**src/rtl/palette_fade_engine_top_macros.svh**
```systemverilog
// Assertion macros for the palette fade engine top level.
// Depends on a clock named clk and a synchronous reset named rst in the using scope.
`ifndef PALETTE_FADE_ENGINE_TOP_MACROS_SVH
`define PALETTE_FADE_ENGINE_TOP_MACROS_SVH

// Same-cycle implication, disabled while reset is high.
`define PFE_ASSERT_NOW(label, ante, cons, msg) \
  label: assert property (@(posedge clk) disable iff (rst) (ante) |-> (cons)) else $error(msg);

// Next-cycle implication, disabled while reset is high.
`define PFE_ASSERT_NEXT(label, ante, cons, msg) \
  label: assert property (@(posedge clk) disable iff (rst) (ante) |=> (cons)) else $error(msg);

`endif

```
**src/rtl/pfe_pkg.sv**
```systemverilog
// Shared types, constants and the per-entry fade step for the palette fade engine.
// No dependencies; imported by the controller, the datapath and the top level.
`default_nettype none

package pfe_pkg;

  // Default number of entries per palette bank.
  localparam int PALETTE_ENTRIES_DEF = 64;

  // Fixed field widths.
  localparam int COLOR_W    = 24;
  localparam int CFG_DATA_W = 6;

  // Fade arithmetic constants.
  localparam logic [7:0] STEP_SIZE   = 8'd32;
  localparam logic [7:0] FLASH_LEVEL = 8'd224;
  localparam logic [4:0] LAST_TICK   = 5'd21;
  localparam logic [5:0] LAST_INDEX  = 6'd63;

  // Operation codes.
  typedef enum logic [2:0] {
    OP_WR_CUR = 3'd0,
    OP_WR_TGT = 3'd1,
    OP_START  = 3'd2,
    OP_TICK   = 3'd3,
    OP_RD_CUR = 3'd4
  } op_t;

  // Fade modes.
  typedef enum logic [2:0] {
    MODE_IDLE      = 3'd0,
    MODE_FADE_IN   = 3'd1,
    MODE_FADE_OUT  = 3'd2,
    MODE_FLASH_IN  = 3'd3,
    MODE_FLASH_OUT = 3'd4
  } mode_t;

  // Configuration register indexes.
  typedef enum logic [1:0] {
    CFG_FIRST_ENTRY = 2'd0,
    CFG_ENTRY_SPAN  = 2'd1,
    CFG_SKIP_BANK   = 2'd2
  } cfg_t;

  // Controller states.
  typedef enum logic [2:0] {
    ST_CLEAR,
    ST_IDLE,
    ST_EXEC,
    ST_READ,
    ST_INIT,
    ST_SWEEP,
    ST_DRAIN
  } state_t;

  // Commands from the controller to the datapath.
  typedef struct packed {
    logic accept;
    logic clear_wr;
    logic host_wr;
    logic rd_issue;
    logic sweep_load;
    logic init_wr;
    logic sweep_rd;
    logic finish;
  } ctrl_cmd_t;

  // Status from the datapath to the controller.
  typedef struct packed {
    logic [2:0] op;
    logic       init_needed;
    logic       tick_run;
    logic       sweep_last;
    logic       clear_last;
  } ctrl_status_t;

  // One fade tick on one entry; colors are packed {red, green, blue}.
  function automatic logic [COLOR_W-1:0] fade_step(input mode_t m,
                                                   input logic [COLOR_W-1:0] cur,
                                                   input logic [COLOR_W-1:0] tgt);
    logic [7:0] cr, cg, cb, tr, tg, tb;
    logic [COLOR_W-1:0] res;
    cr = cur[23:16];
    cg = cur[15:8];
    cb = cur[7:0];
    tr = tgt[23:16];
    tg = tgt[15:8];
    tb = tgt[7:0];
    res = cur;
    case (m)
      MODE_FADE_IN: begin
        if (tb > cb) res[7:0] = cb + STEP_SIZE;
        else if (tg > cg) res[15:8] = cg + STEP_SIZE;
        else if (tr > cr) res[23:16] = cr + STEP_SIZE;
      end
      MODE_FADE_OUT: begin
        if (cr != 8'd0) res[23:16] = cr - STEP_SIZE;
        else if (cg != 8'd0) res[15:8] = cg - STEP_SIZE;
        else if (cb != 8'd0) res[7:0] = cb - STEP_SIZE;
      end
      MODE_FLASH_IN: begin
        if (tb < cb) res[7:0] = cb - STEP_SIZE;
        else if (tg < cg) res[15:8] = cg - STEP_SIZE;
        else if (tr < cr) res[23:16] = cr - STEP_SIZE;
      end
      default: begin
        if (cr != FLASH_LEVEL) res[23:16] = cr + STEP_SIZE;
        else if (cg != FLASH_LEVEL) res[15:8] = cg + STEP_SIZE;
        else if (cb != FLASH_LEVEL) res[7:0] = cb + STEP_SIZE;
      end
    endcase
    return res;
  endfunction

endpackage

`default_nettype wire

```
**src/rtl/pfe_ctrl.sv**
```systemverilog
// Controller state machine for the palette fade engine.
// Depends on pfe_pkg; drives the datapath through ctrl_cmd_t and reads ctrl_status_t.
`default_nettype none

module pfe_ctrl
  import pfe_pkg::*;
(
  input  wire logic         clk,
  input  wire logic         rst,
  input  wire logic         start,
  input  wire ctrl_status_t status,
  output ctrl_cmd_t         cmd,
  output logic              busy,
  output logic              result_valid
);

  state_t state;
  state_t state_next;

  // State register and the one-cycle result strobe.
  always_ff @(posedge clk) begin
    if (rst) begin
      state        <= ST_CLEAR;
      result_valid <= 1'b0;
    end else begin
      state        <= state_next;
      result_valid <= cmd.finish;
    end
  end

  assign busy = (state != ST_IDLE);

  // Next state and commands.
  always_comb begin
    state_next = state;
    cmd        = '0;
    case (state)
      ST_CLEAR: begin
        cmd.clear_wr = 1'b1;
        if (status.clear_last) state_next = ST_IDLE;
      end
      ST_IDLE: begin
        if (start) begin
          cmd.accept = 1'b1;
          state_next = ST_EXEC;
        end
      end
      ST_EXEC: begin
        case (status.op)
          OP_WR_CUR, OP_WR_TGT: begin
            cmd.host_wr = 1'b1;
            cmd.finish  = 1'b1;
            state_next  = ST_IDLE;
          end
          OP_RD_CUR: begin
            cmd.rd_issue = 1'b1;
            state_next   = ST_READ;
          end
          OP_START: begin
            if (status.init_needed) begin
              cmd.sweep_load = 1'b1;
              state_next     = ST_INIT;
            end else begin
              cmd.finish = 1'b1;
              state_next = ST_IDLE;
            end
          end
          OP_TICK: begin
            if (status.tick_run) begin
              cmd.sweep_load = 1'b1;
              state_next     = ST_SWEEP;
            end else begin
              cmd.finish = 1'b1;
              state_next = ST_IDLE;
            end
          end
          default: begin
            cmd.finish = 1'b1;
            state_next = ST_IDLE;
          end
        endcase
      end
      ST_READ: begin
        cmd.finish = 1'b1;
        state_next = ST_IDLE;
      end
      ST_INIT: begin
        cmd.init_wr = 1'b1;
        if (status.sweep_last) begin
          cmd.finish = 1'b1;
          state_next = ST_IDLE;
        end
      end
      ST_SWEEP: begin
        cmd.sweep_rd = 1'b1;
        if (status.sweep_last) state_next = ST_DRAIN;
      end
      ST_DRAIN: begin
        cmd.finish = 1'b1;
        state_next = ST_IDLE;
      end
      default: begin
        state_next = ST_IDLE;
      end
    endcase
  end

endmodule

`default_nettype wire

```
**config.mk**
```make
export PLATFORM = sky130hd
export DESIGN_NAME = pfe_ctrl
export DESIGN_NICKNAME = d
export VERILOG_FILES = /design/src/rtl/palette_fade_engine_top_macros.svh /design/src/rtl/pfe_pkg.sv /design/src/rtl/pfe_ctrl.sv
export SDC_FILE = /design/constraint.sdc
export NUM_CORES = 1
export LEC_CHECK = 0
export ABC_AREA = 1
export BUFFER_PORTS_ARGS = -buffer_cell sky130_fd_sc_hd__buf_2
export CORE_AREA = 3 3 40 42
export CTS_BUF_LIST = sky130_fd_sc_hd__clkbuf_2
export DETAILED_ROUTE_END_ITERATION = 10
export DIE_AREA = 0 0 43 45
export PLACE_DENSITY_LB_ADDON = 0.3
export SLEW_MARGIN = 10
export SYNTH_ARGS = -nofsm -noshare
export SYNTH_HDL_FRONTEND = slang
export SYNTH_SLANG_ARGS = --single-unit
export TNS_END_PERCENT = 10
```
**constraint.sdc**
```tcl
create_clock -name clk -period 2 [get_ports clk]
set_input_delay 0 -clock clk [delete_from_list [all_inputs] [get_ports clk]]
set_output_delay 0 -clock clk [all_outputs]
set_load 0.03 [all_outputs]
```
==> flow_summary.toml <==
[status]
status = "completed"

[setup_path]
worst_r2r_path_depth = 7
startpoint = "state[2]"
startpoint_type = "flip-flop"
critical_path_class = "reg2out"
arrival_ps = 1330
r2r-start = "state[2]"
reg2reg_setup_slack_ps = 870
worstPathMaxFanout = 6
r2r_end = "state[2]"
endpoint = "cmd[0]"
worstPathRequired_ps = 2000
crit_path_end_kind = "output pin"

[timing]
setup_tns_ps = 0
clock_skew_ps = 4.80
rsz0062_at_grt = "no"
setup_ws_ps = 673
holdWs_ps = 211
hold_violations = 0
fin_crit_sh_pct = 66.3
setup_viol = 0
maxSlewViolCount = 0
max_slew_margin_pct = 82.8
tightest_slew_ps = 257
fmax_mhz = 754
period_minus_slack_ps = 1330

[cts]
cts_buffers = 3
ctsResizeCount = 0
postCtsSetupBuffers = 0
clockBufferDepth = 2
clkTransAtPathRegs_ps = 50
cts.sink_count = 4
cts_tree = "yes"
cts_hold_buf = 1
insertion_delay_ps = 200
clock-root-buffer = "clkbuf_2"
h-tree-depth = 1

[yosys]
synthCells = 62
syn_nets = 72
yosysSeqAreaShare_pct = 21.6
synth_seq_cells = 4
yosysWarnings = 0
netlist_area_um2 = 370
syn_avg_cell_area_um2 = 5.97
ys_types = 17

[detailed_routing]
ant_nets = 0
via_per_inst = 4.47
wirelength_um = 955
avgRoutedWirePerCell_um = 9.55
via_count = 447
dr.pass1.iters = 4
drc_errors = 0
drt_iter0_drc = 17

[final_layout]
drive_above_1_share_pct = 42.4
stdcell_count = 100
nets = 97
area_growth_syn_to_layout_pct = 37.5
diodes = 0

[global_routing]
track_usage_pct = 11.2
grt_first_pass_wirelength_um = 1650
gr-total-overflow = 0
first_global_vias = 417
antenna_found_initial = 0
grt_max_degree = 7

[placed_design]
dp_hpwl_um = 812
placedCellCount = 96
dpl_worst_slack_ps = 863
io_buffers = 19
place_congestion = 0.754

[floorplan]
die-height_um = 45
ioPinCount = 20
core_um2 = 1280
die_w_um = 43
die_area_um2 = 1940
row_count = 13
initial_core_util_pct = 28.8

[hold_path]
hold_path_class = "in2reg"
hold_depth = 5

[job]
drv_cap = 0

[power_and_ir_drop]
p_per_area_nw_per_um2 = 1320
peakVddDrop_mv = 0.564
power_mw = 0.673
power.leakage_nw = 0.314
==> Yosys cell counts <==
library cell	count	area share (%)
inv_2	4	4.1
nand3_2	4	11
nand2_2	1	1.7
nor2_1	9	9.1
nand3_1	2	2.7
nor2_4	1	3.0
a21oi_2	1	2.4
nor3_1	5	6.8
nand3b_2	1	3.0
a21oi_1	1	1.4
a22oi_1	1	2.0
o21ai_0	1	1.4
nand4_1	2	3.4
inv_1	9	9.1
dfxtp_1	4	22
nand2_1	14	14
nor2_2	2	3.4
==> flip-flops by register name (all words and copies together) (netlist names) <==
signal and count:
result_valid 1, state 3
==> power breakdown <==
part           switching, mW  internal (mW)
Sequential            0.0451          0.107
Clock                 0.0334         0.0404
Combinational          0.305          0.143
==> layer usage <==
| layer | routed length [µm] | track usage, % | up-vias |
|---|---|---|---|
| met2 | 469 | 19.2 | 15 |
| met3 | 77 | 1.59 | 0 |
| met4 | 0 | 5.42 | 0 |
| met5 | 0 | 0 | - |
| li1 | - | - | 242 |
| met1 | 408 | 13.7 | 190 |
==> critical path: stages (launching register included) <==
cell     delay [ps]
dfxtp_1         370
nor2_2          210
inv_1            80
a21oi_1         120
nand2_1          70
nand2_1          70
inv_1            40
buf_2           160
==> cell usage in the layout (no fill, tap or decap) <==
cell	count
a22oi_1	1
nor2_4	1
inv_1	9
nand2_1	14
nand3_1	2
inv_2	4
nor2_1	9
nor3_1	5
nor2_2	2
a21oi_1	1
a21oi_2	1
buf_2	19
nand3_2	4
nand3b_2	1
clkbuf_2	3
o21ai_0	1
dlygate4sd3_1	1
nand2_2	1
dfxtp_1	4
nand4_1	2
==> kinds of logic after synthesis <==
| logic type | count (synthesis) | share of synthesized area [%] |
|---|---|---|
| and+or+nand+nor | 41 | 58.1 |
| buffers and inverters | 13 | 13.2 |
| DFF | 4 | 21.6 |
| AOI/OAI and AO/OA | 4 | 7.09 |
==> per-stage QoR <==
step                instance area, µm²  utilization (%)
floorplan                          370                -
global placement                   484             37.7
detailed placement                 484             37.7
CTS                                509             39.6
global route                       509             39.6
finish                             509             39.6
==> area by class of cell <==
| cell class | count | area [µm²] |
|---|---|---|
| Sequential cell | 4 | 80.1 |
| Clock buffer | 3 | 15.0 |
| Fill cell | 147 | 776 |
| Tap cell | 15 | 18.8 |
| Inverter | 13 | 48.8 |
| Multi-Input combinational cell | 45 | 241 |
| Timing Repair Buffer | 20 | 105 |
==> worst min path at each step <==
stage | to | from | slack (ps)
final | result_valid | status[1] | 210
after global routing | result_valid | status[1] | 220
after CTS | result_valid | status[3] | 200
after detailed placement | state[0] | rst | 220
after global placement | state[0] | rst | 220
after floorplan | state[0] | rst | 60
Power figures use the tool's default switching activity.
